[src/atl_pkg.sv]
// Shared types, constants and helper functions for the assembly token lexer.
// No dependencies; every other file of the block but atl_byte_if imports this package.
package atl_pkg;

    // Longest word before it is closed, and the width of its length counter
    localparam int MAX_WORD = 64;
    localparam int WLEN_W   = $clog2(MAX_WORD + 1);

    // Result queue geometry
    localparam int QDEPTH = 4;
    localparam int QPTR_W = $clog2(QDEPTH);
    localparam int QCNT_W = $clog2(QDEPTH + 1);

    localparam int NUM_MNEM = 10;
    localparam int NUM_REGS = 4;

    typedef enum logic [3:0] {
        K_EOF      = 4'd0,
        K_MNEM     = 4'd1,
        K_NEWLINE  = 4'd2,
        K_NUMBER   = 4'd3,
        K_COMMA    = 4'd4,
        K_REG      = 4'd5,
        K_UNKNOWN  = 4'd6,
        K_OTHER    = 4'd7,
        K_BADDIGIT = 4'd8,
        K_OVERFLOW = 4'd9
    } t_kind;

    typedef struct packed {
        t_kind       kind;
        logic [31:0] value;
    } t_tok;

    // Up to two tokens per source byte, first one in tok0
    typedef struct packed {
        logic [1:0] cnt;
        t_tok       tok0;
        t_tok       tok1;
    } t_push;

    // Character codes
    localparam logic [7:0] CH_NUL   = 8'h00;
    localparam logic [7:0] CH_BEL   = 8'h07;
    localparam logic [7:0] CH_BS    = 8'h08;
    localparam logic [7:0] CH_TAB   = 8'h09;
    localparam logic [7:0] CH_NL    = 8'h0A;
    localparam logic [7:0] CH_VT    = 8'h0B;
    localparam logic [7:0] CH_CR    = 8'h0D;
    localparam logic [7:0] CH_SPACE = 8'h20;
    localparam logic [7:0] CH_COMMA = 8'h2C;
    localparam logic [7:0] CH_SEMI  = 8'h3B;
    localparam logic [7:0] CH_ZERO  = 8'h30;

    // Names packed first character high, as the word prefix register holds them
    localparam logic [31:0] MNEM_NAMES [NUM_MNEM] = '{
        32'h006D6F76, // mov
        32'h00616464, // add
        32'h00696E63, // inc
        32'h00737562, // sub
        32'h00646563, // dec
        32'h006D756C, // mul
        32'h00646976, // div
        32'h70757368, // push
        32'h00706F70, // pop
        32'h006F7574  // out
    };

    localparam logic [31:0] REG_NAMES [NUM_REGS] = '{
        32'h00656178, // eax
        32'h00656278, // ebx
        32'h00656378, // ecx
        32'h00656478  // edx
    };

    function automatic logic is_digit(input logic [7:0] c);
        return (c >= 8'h30) && (c <= 8'h39);
    endfunction

    function automatic logic is_letter(input logic [7:0] c);
        return ((c >= 8'h61) && (c <= 8'h7A)) || ((c >= 8'h41) && (c <= 8'h5A));
    endfunction

    function automatic logic is_hex_letter(input logic [7:0] c);
        return ((c >= 8'h61) && (c <= 8'h66)) || ((c >= 8'h41) && (c <= 8'h46));
    endfunction

    function automatic logic is_blank(input logic [7:0] c);
        return (c == CH_TAB) || (c == CH_SPACE) || (c == CH_CR) ||
               (c == CH_VT) || (c == CH_BS) || (c == CH_BEL);
    endfunction

    // Classify a finished word; names are unique, so compare order is free
    function automatic t_tok word_tok(input logic [31:0] pre, input logic [WLEN_W-1:0] len);
        t_tok t;
        t.kind  = K_UNKNOWN;
        t.value = '0;
        if (len <= WLEN_W'(4)) begin
            for (int i = 0; i < NUM_REGS; i++) begin
                if (pre == REG_NAMES[i]) begin
                    t.kind  = K_REG;
                    t.value = 32'(i + 1);
                end
            end
            for (int i = 0; i < NUM_MNEM; i++) begin
                if (pre == MNEM_NAMES[i]) begin
                    t.kind  = K_MNEM;
                    t.value = 32'(i + 1);
                end
            end
        end
        return t;
    endfunction

endpackage

[src/atl_core.sv]
// Lexer core: scan state and the per-byte token decision.
// Depends on atl_pkg; feeds up to two tokens per byte to atl_tok_fifo.
module atl_core
    import atl_pkg::*;
(
    input  logic       i_clk,
    input  logic       i_rst_n,
    input  logic       i_vld,
    input  logic [7:0] i_ch,
    output t_push      o_push
);

    typedef enum logic [4:0] {
        M_IDLE = 5'b00001,
        M_NUM  = 5'b00010,
        M_SKIP = 5'b00100,
        M_WORD = 5'b01000,
        M_CMT  = 5'b10000
    } t_mode;

    // Outcome of a byte seen with no token pending
    typedef struct packed {
        t_mode              mode;
        logic [63:0]        acc;
        logic [31:0]        pre;
        logic [WLEN_W-1:0]  len;
        logic               emit;
        t_tok               tok;
    } t_idle;

    t_mode             r_mode, n_mode;
    logic [63:0]       r_acc,  n_acc;
    logic [31:0]       r_pre,  n_pre;
    logic [WLEN_W-1:0] r_len,  n_len;

    logic        a_vld, b_vld;
    t_tok        a_tok, b_tok;
    t_idle       idl;
    logic [67:0] num_sum;
    logic [31:0] add_pre;
    logic [WLEN_W-1:0] add_len;

    function automatic t_idle idle_byte(input logic [7:0] c);
        t_idle r;
        r.mode      = M_IDLE;
        r.acc       = '0;
        r.pre       = '0;
        r.len       = '0;
        r.emit      = 1'b0;
        r.tok.kind  = K_OTHER;
        r.tok.value = 32'(c);
        if (is_digit(c)) begin
            r.mode = M_NUM;
            r.acc  = 64'(c - CH_ZERO);
        end else if (is_letter(c)) begin
            r.mode = M_WORD;
            r.pre  = 32'(c);
            r.len  = WLEN_W'(1);
        end else if (c == CH_NL) begin
            r.emit = 1'b1;
            r.tok  = '{kind: K_NEWLINE, value: '0};
        end else if (is_blank(c)) begin
            r.emit = 1'b0;
        end else if (c == CH_COMMA) begin
            r.emit = 1'b1;
            r.tok  = '{kind: K_COMMA, value: '0};
        end else if (c == CH_SEMI) begin
            r.mode = M_CMT;
        end else if (c == CH_NUL) begin
            r.emit = 1'b1;
            r.tok  = '{kind: K_EOF, value: '0};
        end else begin
            r.emit = 1'b1;
        end
        return r;
    endfunction

    assign idl     = idle_byte(i_ch);
    // acc * 10 + digit; anything above bit 63 is an overflow
    assign num_sum = 68'({r_acc, 3'b000}) + 68'({r_acc, 1'b0}) + 68'(i_ch - CH_ZERO);
    assign add_pre = (r_len < WLEN_W'(4)) ? {r_pre[23:0], i_ch} : 32'hFFFF_FFFF;
    assign add_len = r_len + WLEN_W'(1);

    always_comb begin
        n_mode = r_mode;
        n_acc  = r_acc;
        n_pre  = r_pre;
        n_len  = r_len;
        a_vld  = 1'b0;
        a_tok  = '{kind: K_EOF, value: '0};
        b_vld  = 1'b0;
        b_tok  = idl.tok;
        unique case (r_mode)
            M_NUM: begin
                if (is_digit(i_ch)) begin
                    if (num_sum[67:64] != 4'd0) begin
                        a_vld  = 1'b1;
                        a_tok  = '{kind: K_OVERFLOW, value: '0};
                        n_acc  = '0;
                        n_mode = M_SKIP;
                    end else begin
                        n_acc = num_sum[63:0];
                    end
                end else if (is_hex_letter(i_ch)) begin
                    a_vld  = 1'b1;
                    a_tok  = '{kind: K_BADDIGIT, value: 32'(i_ch)};
                    n_acc  = '0;
                    n_mode = M_IDLE;
                end else begin
                    a_vld  = 1'b1;
                    a_tok  = '{kind: K_NUMBER, value: r_acc[31:0]};
                    n_mode = idl.mode;
                    n_acc  = idl.acc;
                    n_pre  = idl.pre;
                    n_len  = idl.len;
                    b_vld  = idl.emit;
                end
            end
            M_SKIP: begin
                if (!is_digit(i_ch)) begin
                    n_mode = idl.mode;
                    n_acc  = idl.acc;
                    n_pre  = idl.pre;
                    n_len  = idl.len;
                    b_vld  = idl.emit;
                end
            end
            M_WORD: begin
                if (is_letter(i_ch) || is_digit(i_ch)) begin
                    if (add_len >= WLEN_W'(MAX_WORD)) begin
                        // Close a word that reached its length limit
                        a_vld  = 1'b1;
                        a_tok  = word_tok(add_pre, add_len);
                        n_mode = M_IDLE;
                        n_pre  = '0;
                        n_len  = '0;
                    end else begin
                        n_pre = add_pre;
                        n_len = add_len;
                    end
                end else begin
                    a_vld  = 1'b1;
                    a_tok  = word_tok(r_pre, r_len);
                    n_mode = idl.mode;
                    n_acc  = idl.acc;
                    n_pre  = idl.pre;
                    n_len  = idl.len;
                    b_vld  = idl.emit;
                end
            end
            M_CMT: begin
                if (i_ch == CH_NL) begin
                    a_vld  = 1'b1;
                    a_tok  = '{kind: K_NEWLINE, value: '0};
                    n_mode = M_IDLE;
                end else if (i_ch == CH_NUL) begin
                    a_vld  = 1'b1;
                    a_tok  = '{kind: K_EOF, value: '0};
                    n_mode = M_IDLE;
                end
            end
            default: begin
                n_mode = idl.mode;
                n_acc  = idl.acc;
                n_pre  = idl.pre;
                n_len  = idl.len;
                b_vld  = idl.emit;
            end
        endcase
    end

    // Pack the tokens so that the first one emitted sits in tok0
    always_comb begin
        o_push.tok0 = a_vld ? a_tok : b_tok;
        o_push.tok1 = b_tok;
        if (!i_vld) begin
            o_push.cnt = 2'd0;
        end else begin
            o_push.cnt = 2'(a_vld) + 2'(b_vld);
        end
    end

    always_ff @(posedge i_clk) begin
        if (!i_rst_n) begin
            r_mode <= M_IDLE;
            r_acc  <= '0;
            r_pre  <= '0;
            r_len  <= '0;
        end else if (i_vld) begin
            r_mode <= n_mode;
            r_acc  <= n_acc;
            r_pre  <= n_pre;
            r_len  <= n_len;
        end
    end

`ifndef SYNTHESIS
    a_word_len_range: assert property (@(posedge i_clk) disable iff (!i_rst_n)
        (r_mode == M_WORD) |-> (r_len != '0) && (r_len < WLEN_W'(MAX_WORD)))
        else $error("word length out of range while scanning a word");

    a_acc_clear: assert property (@(posedge i_clk) disable iff (!i_rst_n)
        (r_mode != M_NUM) |-> (r_acc == '0))
        else $error("number accumulator not cleared outside a number");

    a_word_clear: assert property (@(posedge i_clk) disable iff (!i_rst_n)
        (r_mode != M_WORD) |-> (r_len == '0) && (r_pre == '0))
        else $error("word state not cleared outside a word");
`endif

endmodule

[config.mk]
export PLATFORM = sky130hd
export DESIGN_NAME = atl_core
export DESIGN_NICKNAME = d
export VERILOG_FILES = /design/src/atl_pkg.sv /design/src/atl_core.sv
export SDC_FILE = /design/constraint.sdc
export NUM_CORES = 1
export LEC_CHECK = 0
export ABC_AREA = 1
export BUFFER_PORTS_ARGS = -buffer_cell sky130_fd_sc_hd__buf_2
export CAP_MARGIN = 20
export CORE_MARGIN = 5
export CORE_UTILIZATION = 40
export DETAILED_ROUTE_END_ITERATION = 6
export PLACE_DENSITY = 0.66
export SLEW_MARGIN = 20
export SYNTH_ARGS = -nofsm -noshare
export SYNTH_HDL_FRONTEND = slang
export SYNTH_SLANG_ARGS = --single-unit
[constraint.sdc]
create_clock -name i_clk -period 18.55 [get_ports i_clk]
set_clock_uncertainty 0.15 [all_clocks]
set_input_delay 1.855 -clock i_clk [delete_from_list [all_inputs] [get_ports i_clk]]
set_output_delay 1.855 -clock i_clk [all_outputs]
set_load 0.03 [all_outputs]
-- Yosys cells after proc, flatten, opt, wreduce, memory -nomap -nowiden
Index checks and enable logic that the tools add are counted.
- register bits after elaboration: 108
- output and inout port bits: 74
- logic and storage cells: 184
- $add $sub $neg: 6
- $lt $le $gt $ge: 12
- equality and inequality tests: 48
- mux-type cells: 95
- bitwise logic cells: 1
- reduce and logical (&&, ||, !) cells: 18
- operator list (operator ; number):
    36-bit 2-to-1 mux ; 35
    32-bit by 23-bit equality test with 1-bit output, second input constant ; 26
    64-bit 2-to-1 mux ; 6
    64-bit one-hot mux with 4 select lines ; 1
    32-bit 2-to-1 mux ; 6
    37-bit 2-to-1 mux ; 4
    32-bit one-hot mux with 4 select lines ; 1
    36-bit one-hot mux with 3 select lines ; 1
    34-bit 2-to-1 mux ; 3
    5-bit 2-to-1 mux ; 14
    67-bit by 65-bit adder with 68-bit output ; 1
    68-bit adder ; 1
    32-bit by 31-bit equality test with 1-bit output, second input constant ; 2
    52-bit 2-to-1 mux ; 1
    8-bit by 4-bit equality test with 1-bit output, second input constant ; 5
    35-bit 2-to-1 mux ; 1
    7-bit 2-to-1 mux ; 5
    8-bit by 7-bit less-or-equal comparator with 1-bit output, second input constant ; 4
    7-bit one-hot mux with 4 select lines ; 1
    8-bit by 6-bit equality test with 1-bit output, second input constant ; 3
    5-bit one-hot mux with 4 select lines ; 1
    8-bit by 6-bit subtractor with 9-bit output, second input constant ; 2
    8-bit by 7-bit >= comparator with 1-bit output, second input constant ; 2
    15-bit 2-to-1 mux ; 1
    25 further kinds ; 53

-- Longest topological paths before layout
- word-level depth: 22
- gate-level depth with buffers: 27

-- Least setup slack after synthesis
No wires, ideal clock.
- path type: input to output
- start: in i_ch[7]
- end: out o_push[72] (netlist bit)
- arrival time: 8530 ps
- slack: 8015 ps
- cell stages on the path: 25
- path through: buf_4 > nor2_4 > inv_2 > nor2_1 > fa_1 > ha_1 > nand2_1 > inv_1 > a21oi_1 > nand2_1 > nand2_1 > nand2_2 > nand2_1 > nand2_1 > nand2_1 > nand2_1 > nand2_1 > nand2_1 > nor2_4 > nand3_2 > nand2_1 > nand2_2 > ha_1 > nand2_1 > inv_1
- RTL lines (what ; RTL line ; source):
    start, declared ; atl_core.sv:9 ; input logic [7:0] i_ch,
    end, declared ; atl_core.sv:10 ; output t_push o_push

==> out/qor.csv <==
stage;metric;value;unit
run_status;status;finished, final reports clean;
clocking;cts_setup_buffers;0;
global_routing;grt_pass1_wl;61.20;mm
sta;fmax;114.9;MHz
setup_path;cp_slowest_cell;buf_4;
drt;avgRoutedWirePerCell;15.59;um
logic_synthesis;yosysTopAreaCell;dfxtp_1;
min_path;hold_class;flop to flop;
clocking;htree_num_levels;3;
floorplanning;rows;64;
clocking;cts_root_buffer;clkbuf_16;
sta;max-slew-margin-rel;31.31;%
pwr;powerDensity;55.64;mW/mm^2
drt;wirelength;37.04;mm
clocking;clkLatencyLatePin;380;ps
drt;vias;12550;
floorplanning;die_area;0.03492;sq mm
clocking;cts.path.max_buffers;2;
drt;dr.first_iter.drc_count;926;
drt;dr.pass1.iters;6;
setup_path;cpMostUsedCell;nand2_1;
global_routing;met2_usage;34.09;%
setup_path;r2r_slack;14260;ps
global_routing;top_usage_layer;met2;
setup_path;required;16550;ps
setup_path;crit_type;input pin to output pin;
setup_path;endpoint_kind;output pin;
place;io_buffer_count;59;
logic_synthesis;seq_area_frac_synth;17.28;%
layout;synthToLayoutAreaGrowth;5.949;%
place;gp_congestion;1.004;
sta;final-setup-viol-count;0;
global_routing;grt-ovfl-total;0;
global_routing;grtUsageTotal;20.76;%
logic_synthesis;synth-seq-cells;108;
pwr;leakagePower;6.241;nW
sta;hold_viol;0;
clocking;hold_buffers;0;
setup_path;critical_path_arrival;6700;ps
floorplanning;die_w;186.9;um
min_path;min_path_cells;2;
layout;n_fill_cell;3339;
drt;drcViolationCount;0;
floorplanning;die_y;186.9;um
setup_path;cp_max_fo;59;
clocking;clkSinkCount;108;
setup_path;reg2reg_from;r_acc[2];
floorplanning;start_util;40.69;%
drt;drtAntennaViolNets;0;
sta;rsz0062_at_grt;false;
place;placed_area;0.01295;sq mm
clocking;path_clk_slew;90;ps
logic_synthesis;syn_inst;1950;
pwr;ir_drop;0.03603;mV
min_path;min_from;r_pre[25];
setup_path;max_stage_delay;760;ps
logic_synthesis;syn_area;0.01251;sq mm
drt;vias_per_cell;5.282;
min_path;hold_end;r_pre[25];
sta;tightest_slew;1026;ps
setup_path;r2r_end;r_acc[63];
setup_path;worstPathCellList;buf_2, ha_1, nor2_4, buf_4, fa_1, ha_1, nand2_1, nor2_1, inv_1, nor3_1, nand2_1, nand2_1, nand2_1, nand3_1, nand2_1, nor2_4, nand3_2, nand2_1, nand2_2, ha_1, nand2_1, inv_1, buf_2;
layout;antenna_cells;0;
logic_synthesis;synth.distinct_cells;61;
logic_synthesis;synth_area_per_cell;6.417;sq um
logic_synthesis;synth_area_leaders;dfxtp_1 17%, nand2_1 15%, fa_1 10%;
setup_path;crit_family;simple AND/OR/NAND/NOR gates;
layout;layout-drive-gt1-share;8.485;%
run;max-cap-violations;0;
sta;post-route-period-util;46.91;%
sta;maxSlewViolCount;0;
clocking;numCtsBuffers;9;
global_routing;antenna_found_initial;0;
sta;fin_setup_tns;0;ps
global_routing;grt_pass1_vias;12050;
layout;num-nets-final;2126;
sta;period_minus_slack;8701;ps
layout;design_area;0.01326;sq mm
place;place_hpwl;29.54;mm
logic_synthesis;synth_top_area_share;17.28;%
clocking;cts_tree;done;
setup_path;critical_path_buf_inv_count;5;
global_routing;grt.met3_usage;2.930;%
floorplanning;core;0.03075;sq mm
global_routing;grt_util_met1;29.00;%
logic_synthesis;yosys_warnings;0;
setup_path;ff2ff_path_depth;21;
global_routing;grt_max_degree;70;
sta;holdWs;322.1;ps
clocking;post_cts_resized;0;
floorplanning;boundaryPins;85;
setup_path;cp-start-kind;input pin;
## final cells by class
cell class | count | area [sq um] | area share [%]
Inverter | 268 | 1011 | 7.626
Clock buffer | 9 | 225.2 | 1.699
Clock inverter | 7 | 81.33 | 0.6134
Tap cell | 396 | 495.5 | 3.737
Multi-Input combinational cell | 1522 | 8935 | 67.39
Timing Repair Buffer | 66 | 347.8 | 2.624
Sequential cell | 108 | 2162 | 16.31
## synthesized netlist by cell type, drive strengths merged
cell type / instances
or2: 4
and2: 1
inv: 267
a211oi: 1
clkinv: 1
o211a: 1
a21oi: 189
nor3b: 2
and3: 5
o21bai: 9
nand3b: 7
o21ai: 144
a31o: 1
buf: 55
o211ai: 9
o22ai: 4
a31oi: 11
a21boi: 3
o31ai: 4
xnor2: 16
o32ai: 1
a21o: 7
nor2: 223
nand4: 27
a22o: 1
a32o: 1
fa: 63
o41ai: 1
nor3: 36
ha: 77
conb: 1
clkbuf: 21
xor2: 42
dfxtp: 108
nand3: 78
nand2: 515
nor4: 11
o2111ai: 1
a22oi: 2
## cells in the final DEF (no fill, tap or decap), types with 4 or more instances in the layout
cell | netlist | routed
xnor2_1 | 16 | 16
o21bai_1 | 9 | 9
nor4_1 | 8 | 8
xor2_1 | 42 | 42
nor3_1 | 35 | 35
dfxtp_1 | 108 | 108
nand2_1 | 504 | 504
inv_1 | 245 | 245
buf_2 | 12 | 59
o22ai_1 | 4 | 4
nand3b_1 | 7 | 7
conb_1 | 1 | 25
o21ai_2 | 5 | 5
ha_1 | 77 | 77
o21ai_1 | 21 | 21
nand3_1 | 70 | 70
a31oi_1 | 11 | 11
a21o_1 | 7 | 7
nor2_2 | 8 | 8
buf_4 | 31 | 7
nand2_2 | 8 | 8
nor2_4 | 6 | 7
nand4_1 | 27 | 27
o211ai_1 | 9 | 9
and3_1 | 5 | 5
a21oi_1 | 173 | 173
nor2_1 | 209 | 208
inv_2 | 20 | 20
o21ai_0 | 117 | 117
fa_1 | 63 | 63
clkbuf_16 | 0 | 9
nand3_2 | 7 | 7
a21oi_2 | 15 | 14
## worst max path at each step
| stage | from | endpoint | slack, ps | cells past startpoint |
|---|---|---|---|---|
| final | i_ch[5] | o_push[72] | 9850 | 23 |
| after global routing | i_ch[4] | o_push[72] | 9560 | 23 |
| after CTS | i_ch[5] | o_push[72] | 9940 | 23 |
| after detailed placement | i_ch[5] | o_push[72] | 9950 | 23 |
| after global placement | i_ch[4] | o_push[72] | 10060 | 23 |
| after floorplan | i_ch[7] | o_push[72] | 8010 | 25 |
## worst min-delay path, delay by kind of cell (launching register included)
kind             cells  cell delay, ps
AO/OA/AOI/OAI        1              50
flip-flops           1             320
AND/OR/NAND/NOR      1              60
## power by group
| part | switching, W | internal, W |
|---|---|---|
| clock | 0.000108 | 0.0000975 |
| sequential | 0.0000161 | 0.000242 |
| combinational | 0.000184 | 0.0000898 |
## through the flow
step           setup slack, ps  power (W)  utilization [%]  std cells
2_1_floorplan             8015  0.0004755                -       1974
3_3_place_gp             10060  0.0005317            42.12       2360
3_5_place_dp              9952  0.0005351            42.12       2360
4_1_cts                   9938  0.0007429            43.12       2376
5_1_grt                   9559  0.0007898            43.12       2376
6_report                  9849  0.0007377            43.12       2376
## routing by layer
| metal | vias up | share of wire (%) | routed length, um |
|---|---|---|---|
| li1 | 6301 | - | - |
| met1 | 5884 | 48 | 17700 |
| met2 | 321 | 45 | 16850 |
| met3 | 43 | 5.1 | 1879 |
| met4 | 0 | 1.6 | 610 |
| met5 | - | 0 | 0 |
## sequential cells by signal, summed over array words and instances, names as in the netlist
| register | cells |
|---|---|
| r_mode | 5 |
| r_pre | 32 |
| r_acc | 64 |
| r_len | 7 |
## cells by family after synthesis
family | count (synthesis) | synth area share (%)
fa+ha+maj | 140 | 17.78
buf+inv | 344 | 12.16
flops | 108 | 17.28
compound gates | 390 | 17.63
xor+xnor | 58 | 4.060
other cells | 1 | 0.02997
simple gates | 909 | 31.07
Power figures use the tool's default switching activity.
